**src/design/bcrs_pkg.sv**
```systemverilog
`default_nettype none

package bcrs_pkg;

  localparam int ADC_WIDTH = 24;

  localparam int PHASE_W = 4;
  localparam int OSR_W = 3;
  localparam int CFG_INDEX_W = 2;
  localparam int CFG_DATA_W = 3;

  // Sequencer phases.
  localparam logic [PHASE_W-1:0] PH_CONV_P = 4'd0;
  localparam logic [PHASE_W-1:0] PH_WAIT_P = 4'd1;
  localparam logic [PHASE_W-1:0] PH_READ_P = 4'd2;
  localparam logic [PHASE_W-1:0] PH_CONV_T = 4'd3;
  localparam logic [PHASE_W-1:0] PH_WAIT_T = 4'd4;
  localparam logic [PHASE_W-1:0] PH_READ_T = 4'd5;
  localparam logic [PHASE_W-1:0] PH_FINISH = 4'd6;
  localparam logic [PHASE_W-1:0] PH_DONE   = 4'd7;
  localparam logic [PHASE_W-1:0] PH_FAIL   = 4'd8;

  // Events.
  localparam logic [1:0] EV_START = 2'd0;
  localparam logic [1:0] EV_TX    = 2'd1;
  localparam logic [1:0] EV_DELAY = 2'd2;
  localparam logic [1:0] EV_XFER  = 2'd3;

  // Actions.
  localparam logic [1:0] ACT_NONE  = 2'd0;
  localparam logic [1:0] ACT_SEND  = 2'd1;
  localparam logic [1:0] ACT_DELAY = 2'd2;
  localparam logic [1:0] ACT_READ  = 2'd3;

  // Status codes.
  localparam logic [1:0] ST_OK   = 2'd0;
  localparam logic [1:0] ST_BUSY = 2'd1;
  localparam logic [1:0] ST_FAIL = 2'd2;
  localparam logic [1:0] ST_LINK = 2'd3;

  // Configuration register indexes.
  localparam logic [CFG_INDEX_W-1:0] REG_PRESSURE_OSR    = 2'd0;
  localparam logic [CFG_INDEX_W-1:0] REG_TEMPERATURE_OSR = 2'd1;

  localparam logic [OSR_W-1:0] OSR_MAX = 3'd4;

  localparam logic [7:0] CMD_PRESSURE_BASE    = 8'h40;
  localparam logic [7:0] CMD_TEMPERATURE_BASE = 8'h50;
  localparam logic [7:0] CMD_ADC_READ         = 8'h00;

  typedef struct packed {
    logic [1:0]  req_type;
    logic        action_accepted;
    logic [23:0] adc_word;
  } bcrs_in_t;

  typedef struct packed {
    logic [1:0]  action;
    logic [7:0]  cmd_byte;
    logic [13:0] delay_us;
    logic [1:0]  status;
    logic        data_ready;
    logic [3:0]  phase;
    logic [23:0] raw_pressure;
    logic [23:0] raw_temperature;
  } bcrs_out_t;

  function automatic logic [OSR_W-1:0] osr_sat(input logic [OSR_W-1:0] osr);
    return (osr > OSR_MAX) ? OSR_MAX : osr;
  endfunction

  // Conversion wait for a saturated oversampling code.
  function automatic logic [13:0] conv_delay(input logic [OSR_W-1:0] osr);
    logic [13:0] d;
    unique case (osr_sat(osr))
      3'd0:    d = 14'd600;
      3'd1:    d = 14'd1170;
      3'd2:    d = 14'd2280;
      3'd3:    d = 14'd4540;
      default: d = 14'd9040;
    endcase
    return d;
  endfunction

  function automatic logic [7:0] conv_cmd(input logic [7:0] base,
                                          input logic [OSR_W-1:0] osr);
    return base + {4'd0, osr_sat(osr), 1'b0};
  endfunction

endpackage

`default_nettype wire

```
**src/design/baro_conversion_read_sequencer.sv**
```systemverilog
`default_nettype none

// Barometer conversion sequencer: each accepted event word is answered by exactly one result
// word in the next cycle, and a new event may be accepted on every cycle provided the result
// register is free or is being taken in the same cycle; the phase register and the two raw ADC
// stores update at that accept edge, so consecutive events see each other's effects with no gap.
// After reset the phase is fail, so the first useful event is a start read. Configuration writes
// are always taken at once; indexes beyond the two oversampling registers are ignored.
module baro_conversion_read_sequencer
  import bcrs_pkg::*;
(
  input  wire logic                   clk,
  input  wire logic                   rst,
  input  wire logic                   in_valid,
  output logic                        in_ready,
  input  wire bcrs_in_t               in_data,
  output logic                        out_valid,
  input  wire logic                   out_ready,
  output bcrs_out_t                   out_data,
  input  wire logic                   cfg_valid,
  output logic                        cfg_ready,
  input  wire logic [CFG_INDEX_W-1:0] cfg_index,
  input  wire logic [CFG_DATA_W-1:0]  cfg_data
);

  logic [PHASE_W-1:0]   seq_phase;
  logic [PHASE_W-1:0]   seq_phase_next;
  logic [ADC_WIDTH-1:0] pressure_word;
  logic [ADC_WIDTH-1:0] pressure_word_next;
  logic [ADC_WIDTH-1:0] temperature_word;
  logic [ADC_WIDTH-1:0] temperature_word_next;
  logic [OSR_W-1:0]     pressure_osr;
  logic [OSR_W-1:0]     temperature_osr;
  bcrs_out_t            result_next;
  logic                 in_fire;

  assign cfg_ready = 1'b1;
  assign in_ready  = !out_valid || out_ready;
  assign in_fire   = in_valid && in_ready;

  always_ff @(posedge clk) begin
    if (rst) begin
      pressure_osr    <= '0;
      temperature_osr <= '0;
    end else if (cfg_valid) begin
      if (cfg_index == REG_PRESSURE_OSR) begin
        pressure_osr <= cfg_data;
      end else if (cfg_index == REG_TEMPERATURE_OSR) begin
        temperature_osr <= cfg_data;
      end
    end
  end

  always_comb begin
    logic [PHASE_W-1:0]   ph;
    logic [PHASE_W-1:0]   target;
    logic [1:0]           fail_code;
    logic [ADC_WIDTH-1:0] word;

    ph        = (seq_phase > PH_FAIL) ? PH_FAIL : seq_phase;
    target    = PH_FAIL;
    fail_code = ST_OK;
    word      = in_data.adc_word[ADC_WIDTH-1:0];

    result_next           = '0;
    pressure_word_next    = pressure_word;
    temperature_word_next = temperature_word;

    priority if (in_data.req_type == EV_START) begin
      if (ph == PH_DONE || ph == PH_FAIL) begin
        result_next.action   = ACT_SEND;
        result_next.cmd_byte = conv_cmd(CMD_PRESSURE_BASE, pressure_osr);
        target               = PH_WAIT_P;
        fail_code            = ST_LINK;
      end else begin
        result_next.status = ST_BUSY;
      end
    end else if (in_data.req_type == EV_TX && (ph == PH_WAIT_P || ph == PH_WAIT_T)) begin
      result_next.action   = ACT_DELAY;
      result_next.delay_us = conv_delay((ph == PH_WAIT_P) ? pressure_osr : temperature_osr);
      target               = ph + 4'd1;
      fail_code            = ST_FAIL;
    end else if (in_data.req_type == EV_DELAY && (ph == PH_READ_P || ph == PH_READ_T)) begin
      result_next.action   = ACT_READ;
      result_next.cmd_byte = CMD_ADC_READ;
      target               = ph + 4'd1;
      fail_code            = ST_LINK;
    end else if (in_data.req_type == EV_XFER && ph == PH_CONV_T) begin
      // The pressure word is kept even when the temperature command is refused.
      pressure_word_next   = word;
      result_next.action   = ACT_SEND;
      result_next.cmd_byte = conv_cmd(CMD_TEMPERATURE_BASE, temperature_osr);
      target               = PH_WAIT_T;
      fail_code            = ST_LINK;
    end else if (in_data.req_type == EV_XFER && ph == PH_FINISH) begin
      temperature_word_next = word;
      ph                    = PH_DONE;
    end else if (ph == PH_FAIL) begin
      result_next.status = ST_FAIL;
    end else begin
      // Events that do not match the phase are ignored.
      ph = ph;
    end

    if (result_next.action != ACT_NONE) begin
      if (in_data.action_accepted) begin
        ph = target;
      end else begin
        ph                 = PH_FAIL;
        result_next.status = fail_code;
      end
    end

    seq_phase_next              = ph;
    result_next.phase           = ph;
    result_next.data_ready      = (ph == PH_DONE);
    result_next.raw_pressure    = 24'(pressure_word_next);
    result_next.raw_temperature = 24'(temperature_word_next);
  end

  always_ff @(posedge clk) begin
    if (rst) begin
      seq_phase        <= PH_FAIL;
      pressure_word    <= '0;
      temperature_word <= '0;
      out_valid        <= 1'b0;
    end else begin
      if (in_fire) begin
        seq_phase        <= seq_phase_next;
        pressure_word    <= pressure_word_next;
        temperature_word <= temperature_word_next;
        out_valid        <= 1'b1;
      end else if (out_ready) begin
        out_valid <= 1'b0;
      end
    end
  end

  always_ff @(posedge clk) begin
    if (in_fire) begin
      out_data <= result_next;
    end
  end

  a_no_overwrite: assert property (@(posedge clk) disable iff (rst)
    (out_valid && !out_ready) |-> !in_ready)
    else $error("result word would be overwritten before it was taken");

  a_phase_legal: assert property (@(posedge clk) disable iff (rst)
    (seq_phase != PH_CONV_P) && (seq_phase <= PH_FAIL))
    else $error("sequencer holds an impossible phase");

  a_result_tracks_phase: assert property (@(posedge clk) disable iff (rst)
    in_fire |=> (out_valid && out_data.phase == seq_phase))
    else $error("result phase disagrees with the phase register");

  a_reset_state: assert property (@(posedge clk)
    rst |=> (seq_phase == PH_FAIL && !out_valid))
    else $error("reset did not return the sequencer to fail");

endmodule

`default_nettype wire

```
**config.mk**
```make
export PLATFORM = sky130hd
export DESIGN_NAME = baro_conversion_read_sequencer
export DESIGN_NICKNAME = d
export VERILOG_FILES = /design/src/design/bcrs_pkg.sv /design/src/design/baro_conversion_read_sequencer.sv
export SDC_FILE = /design/constraint.sdc
export NUM_CORES = 1
export LEC_CHECK = 0
export ABC_CLOCK_PERIOD_IN_PS = 3400
export BUFFER_PORTS_ARGS = -buffer_cell sky130_fd_sc_hd__clkbuf_2
export CAP_MARGIN = 0
export CORE_MARGIN = 4
export CORE_UTILIZATION = 49
export CTS_CLUSTER_DIAMETER = 100
export DETAILED_ROUTE_END_ITERATION = 8
export PLACE_DENSITY = 0.76
export SLEW_MARGIN = 20
export SYNTH_ARGS = -nofsm -noshare
export SYNTH_HDL_FRONTEND = slang
export SYNTH_SLANG_ARGS = --single-unit
export TNS_END_PERCENT = 50
```
**constraint.sdc**
```tcl
create_clock -name clk -period 3.4 [get_ports clk]
set_clock_uncertainty 0.05 [all_clocks]
set_input_delay 0 -clock clk [delete_from_list [all_inputs] [get_ports clk]]
set_output_delay 0 -clock clk [all_outputs]
set_load 0.05 [all_outputs]
```
# Word level (Yosys, flattened, before mapping)

Index checks and enable logic that the tools add are counted.

Flip-flop bits (word level): 138
Bits of input ports: 37
Logic and storage cells: 106

Bitwise gates (word level): 2
Reductions and logical operators: 18
Add/sub/neg operators: 3
Equality and inequality tests: 16
Mux-type cells: 49
Order comparisons: 4

Operators with widths:

| cell                                                                  | count |
|---|---|
| 24-bit 2-to-1 mux                                                     | 9 |
| 14-bit one-hot mux with 4 select lines                                | 1 |
| 4-bit 2-to-1 mux                                                      | 13 |
| 2-bit 2-to-1 mux                                                      | 14 |
| 4-bit by 3-bit equality test with 1-bit output, second input constant | 5 |
| 10-bit 2-to-1 mux                                                     | 2 |
| 9-bit 2-to-1 mux                                                      | 2 |
| 7-bit by 4-bit adder with 8-bit output, first input constant          | 2 |
| 3-bit 2-to-1 mux                                                      | 4 |
| 3-bit > comparator, second input constant                             | 3 |
| 4-bit by 2-bit equality test with 1-bit output, second input constant | 2 |
| 8-bit 2-to-1 mux                                                      | 1 |
| 3-bit by 2-bit equality test with 1-bit output, second input constant | 2 |
| 1-bit logical AND                                                     | 5 |
| 4-bit by 1-bit adder with 4-bit output, second input constant         | 1 |
| 2-bit by 1-bit equality test with 1-bit output, second input constant | 2 |
| 2-bit equality test, second input constant                            | 2 |
| 4-bit by 1-bit equality test with 1-bit output, second input constant | 1 |
| 4-bit equality test, second input constant                            | 1 |
| 4-bit > comparator, second input constant                             | 1 |
| 2-bit logical NOT                                                     | 2 |
| 1-bit logical OR                                                      | 4 |
| 2-bit nonzero test                                                    | 2 |
| 3-bit by 1-bit equality test with 1-bit output, second input constant | 1 |
| 7 further kinds                                                       | 10 |

# Depth between registers and ports, before layout

Word-level depth: 11
Mapped depth: 10

# Worst setup path after synthesis

OpenSTA, ideal clock, no wires.

Path kind: register to register
Start point: register out_valid
End point: register out_data[0] in the netlist's numbering, enable pin
Setup time: 467 ps
Setup slack: -713 ps
Cell stages (with the launch flop): 5
Period minus slack after synthesis: 4,113 ps
Path buffers: 1
Required time: 2,883 ps
Arrival: 3,597 ps
Path through: dfxtp_1 > nand2b_1 > nand2_1 > clkinv_1 > clkbuf_1

Word-level cells in the longest chain between the ends: 3

Ends and longest elaborated chain:

| element                  | RTL line                              | RTL |
|---|---|---|
| start: declaration       | baro_conversion_read_sequencer.sv:17  | `output logic out_valid,` |
| start signal: assignment | baro_conversion_read_sequencer.sv:126 | `out_valid <= 1'b0;` |
| start signal: assignment | baro_conversion_read_sequencer.sv:132 | `out_valid <= 1'b1;` |
| start signal: assignment | baro_conversion_read_sequencer.sv:134 | `out_valid <= 1'b0;` |
| 1-bit logical NOT        | baro_conversion_read_sequencer.sv:38  | `assign in_ready = !out_valid \|\| out_ready;` |
| 1-bit logical OR         | baro_conversion_read_sequencer.sv:38  |  |
| via in_ready             | baro_conversion_read_sequencer.sv:15  | `output logic in_ready,` |
| 1-bit logical AND        | baro_conversion_read_sequencer.sv:39  | `assign in_fire = in_valid && in_ready;` |
| via in_fire              | baro_conversion_read_sequencer.sv:35  | `logic in_fire;` |
| end signal: assignment   | baro_conversion_read_sequencer.sv:141 | `out_data <= result_next;` |
| end: declaration         | baro_conversion_read_sequencer.sv:19  | `output bcrs_out_t out_data,` |

The timed path passes the listed nets, and every way through them passes these cells.
A chain may end at the register's enable or synchronous reset.

# Worst setup path in the final report

Start point: register seq_phase[3]
End point: register out_data[58] in the netlist's numbering, data pin

Word-level cells in the longest chain between the ends: 8

Ends and longest elaborated chain:

| element                                                                      | RTL line                                                                   | RTL |
|---|---|---|
| start: declaration                                                           | baro_conversion_read_sequencer.sv:26                                       | `logic [PHASE_W-1:0] seq_phase;` |
| start signal: assignment                                                     | baro_conversion_read_sequencer.sv:129                                      | `seq_phase <= seq_phase_next;` |
| 4-bit > comparator                                                           | baro_conversion_read_sequencer.sv:60                                       | `ph = (seq_phase > PH_FAIL) ? PH_FAIL : seq_phase;` |
| 4-bit 2-to-1 mux *                                                           | baro_conversion_read_sequencer.sv:60                                       |  |
| 4-bit by 1-bit equality test with 1-bit output                               | baro_conversion_read_sequencer.sv:78, baro_conversion_read_sequencer.sv:80 |  |
| 3-bit 2-to-1 mux                                                             | baro_conversion_read_sequencer.sv:80                                       | `result_next.delay_us = conv_delay((ph == PH_WAIT_P) ? pressure_osr : temperature_osr);` |
| 3-bit > comparator                                                           | bcrs_pkg.sv:69                                                             | `return (osr > OSR_MAX) ? OSR_MAX : osr;` |
| 3-bit 2-to-1 mux                                                             | bcrs_pkg.sv:69                                                             |  |
| 3-bit by 2-bit equality test with 1-bit output, or another cell as far along | bcrs_pkg.sv:75                                                             | `unique case (osr_sat(osr))` |
| 14-bit one-hot mux with 4 select lines                                       | bcrs_pkg.sv:75                                                             |  |

Every way passes the cells marked *; elsewhere a longest branch is shown, timed or not.

==> results.tsv <==
metric	value	unit
R2R depth	7	
total gr overflow	0	
P per Cell Area	607	nW/um^2
max-slew violations	0	
# rows	38	
CP bufs+invs	1	
GRT Util Overall	19.3	%
largest net degree at the start of global routing	66	
total of max-cap violations	0	
sequential area share after synthesis	61.9	%
register area	3370	um^2
CP most frequent cell	o21ai_0	
Reg2Reg Capture Point	out_data[58]	
Final #Nets	652	
fin crit share	82.5	%
detailed placer's ending HPWL	7440	um
Hold Fails Final Rpt	0	
CTS tree	built	
Routed Antenna Nets	0	
Hold Buf Count CTS	37	
H-tree depth	4	
clk_lat worst skew	0.52	ns
drt wl/cell	15.6	um
Vias	4045	
grt met3 use	5.62	%
CP top delay family	simple AND/OR/NAND/NOR gates	
IO Count	119	
FF-to-FF Start	seq_phase[3]	
Die X	113	um
Layout area overhead	30.1	%
Filler cells	822	
WHS Endpoint	out_data[54]	
status	completed	
Worst-Margin Slew	0.850	ns
setup violators final	0	
mapped cell area	5450	um^2
Initial Utilization	50.3	%
CP max FO	14	
worst hold stages	3	
layout cell share with drive strength beyond 1	33.7	%
CP max stage cell	nor3b_1	
CP Capture Type	register	
WP data required	3.60	ns
setup TNS	0	ns
Max-slew headroom	43.4	%
post_cts resized	0	
ANT cells	0	
die height	113	um
crit path time final	2.81	ns
drt first pass iters	5	
GP Congestion	0.915	
CP startpoint kind	register	
Lkg Pwr	2.98	nW
most frequent cells in the layout	nor2_1 (114), clkbuf_2 (113), edfxtp_1 (73)	
flop-to-flop setup slack	0.59	ns
first-pass GRT wire length	19500	um
DRC	0	
hold_sp	in_data[26]	
# Post-CTS Setup Buffers	0	
unrepaired setup endpoints after global routing	false	
vias in the first global route	4015	
Fin Hold WS	0.0555	ns
WS Path Type	reg -> reg	
Clock Tree Buf Depth	2	
Synth Instances	466	
met2 GRT Util	30.9	%
register bit total from synthesis	132	
delay of the slowest critical-path stage	0.52	ns
Worst VDD drop	0.353	mV
Hold Crit Class	in -> reg	
synth warn	0	
clk slew on worst S/H paths	0.06	ns
clk sinks	132	
CTS Root Buffer Type	clkbuf_8	
global route hottest layer	met2	
cells along the critical path	nand2b_1, inv_1, ha_1, nor3b_1, mux2_2, o21ai_0, o21ai_0	
post-synth cell types	47	
most common cell after layout, fill and taps aside	nor2_1	
TritonCTS buffer count	17	
Die ar.	12900	um^2
drt initial violations	187	
syn_area_per_cell	11.7	um^2
initial antenna violation count	0	
Core ar.	10800	um^2
Max Freq	356	MHz
multi-input logic area	1880	um^2
DRT Wirelength	11900	um
Port Buffers	113	
Vias/cell	5.29	
met1 Resource Use GR	24.1	%
Worst Path Arrival	3.00	ns
[report_power, final]
part | switching (W) | internal, W | total (W)
registers | 0.0000479 | 0.00180 | 0.00185
logic | 0.000398 | 0.000167 | 0.000565
clock network | 0.000657 | 0.00123 | 0.00189
total | 0.00110 | 0.00320 | 0.00430
[per-stage QoR]
step                      instances  util (%)  power [W]  worst slack, ns  instance area (um^2)
after global placement          695      56.2    0.00239            0.763                  6090
after detailed placement        695      56.2    0.00241            0.623                  6090
after global routing            764      65.4    0.00447            0.357                  7090
final                           764      65.4    0.00430            0.594                  7090
after floorplan                 469         -    0.00229            0.405                  5460
after CTS                       764      65.4    0.00433            0.616                  7090
[metal layers]
| metal | routed length, um | share of wire [%] |
|---|---|---|
| met5 | 0 | 0 |
| met4 | 171 | 1.4 |
| met3 | 792 | 6.6 |
| met2 | 5920 | 50 |
| met1 | 5030 | 42 |
[worst min-delay path, stage by stage]
cell      delay, ns
clkbuf_2       0.20
nor2_1         0.12
o22ai_1        0.17
[Yosys cell counts, drive strengths merged]
library cell	instances	share of area [%]
xnor2	1	0.16
a211oi	1	0.23
nor4	2	0.23
a21oi	3	0.28
a41oi	1	0.16
or3b	3	0.53
dfxtp	59	22
buf	15	2.0
o21ai	7	0.64
edfxtp	73	40
ha	4	0.92
o41ai	1	0.16
clkbuf	17	1.2
nand3b	4	0.55
conb	2	0.14
nor3b	3	0.41
o41a	2	0.60
a21o	1	0.14
a2bb2oi	1	0.28
clkinv	1	0.069
nand3	3	0.28
nor3	49	4.7
nand2	9	0.62
nor2	115	8.0
a211o	1	0.16
nand2b	5	0.57
and2	1	0.11
nor4b	1	0.28
mux2i	9	1.9
o32ai	1	0.16
o21a	1	0.14
inv	9	0.62
a31oi	1	0.11
and3	3	0.34
a32o	1	0.18
mux2	51	11
a21boi	1	0.14
a22o	2	0.32
o22ai	1	0.11
o21bai	1	0.14
[worst max path at each step]
stage                  from                to  slack, ns  depth (start not counted)
5_1_grt        seq_phase[3]      out_data[58]       0.36                          7
3_5_place_dp   seq_phase[3]  pressure_word[9]       0.62                          9
2_1_floorplan     out_valid       out_data[0]       0.41                          4
3_3_place_gp   seq_phase[3]      out_data[58]       0.76                          7
6_report       seq_phase[3]      out_data[58]       0.59                          7
4_1_cts        seq_phase[3]  pressure_word[9]       0.62                          9
[final cells by class]
| cell class | count | share of cell area [%] |
|---|---|---|
| multi-input combinational | 295 | 26.5 |
| timing repair buffer | 155 | 14.1 |
| clock inverter | 12 | 2.51 |
| sequential | 132 | 47.6 |
| clock buffer | 20 | 6.29 |
| inverter | 10 | 0.565 |
| tap | 140 | 2.47 |
[state kept, by name (all words and copies together), names as in the netlist]
name	flops
temperature_word	24
seq_phase	4
temperature_osr	3
out_data	73
pressure_osr	3
pressure_word	24
out_valid	1
[kinds of logic (layout without fill, tap and decap cells)]
| family | count (synthesis) | in the layout | synth area share [%] |
|---|---|---|---|
| other | 2 | 5 | 0.138 |
| AOI/OAI and AO/OA | 27 | 27 | 3.95 |
| muxes | 60 | 60 | 12.4 |
| xor gates and xnor gates | 1 | 1 | 0.161 |
| and+or+nand+nor | 198 | 198 | 16.6 |
| DFF | 132 | 132 | 61.9 |
| buffers and inverters | 42 | 197 | 3.88 |
| adders and majority gates | 4 | 4 | 0.919 |
No activity file was read; power rests on OpenSTA's default activity.
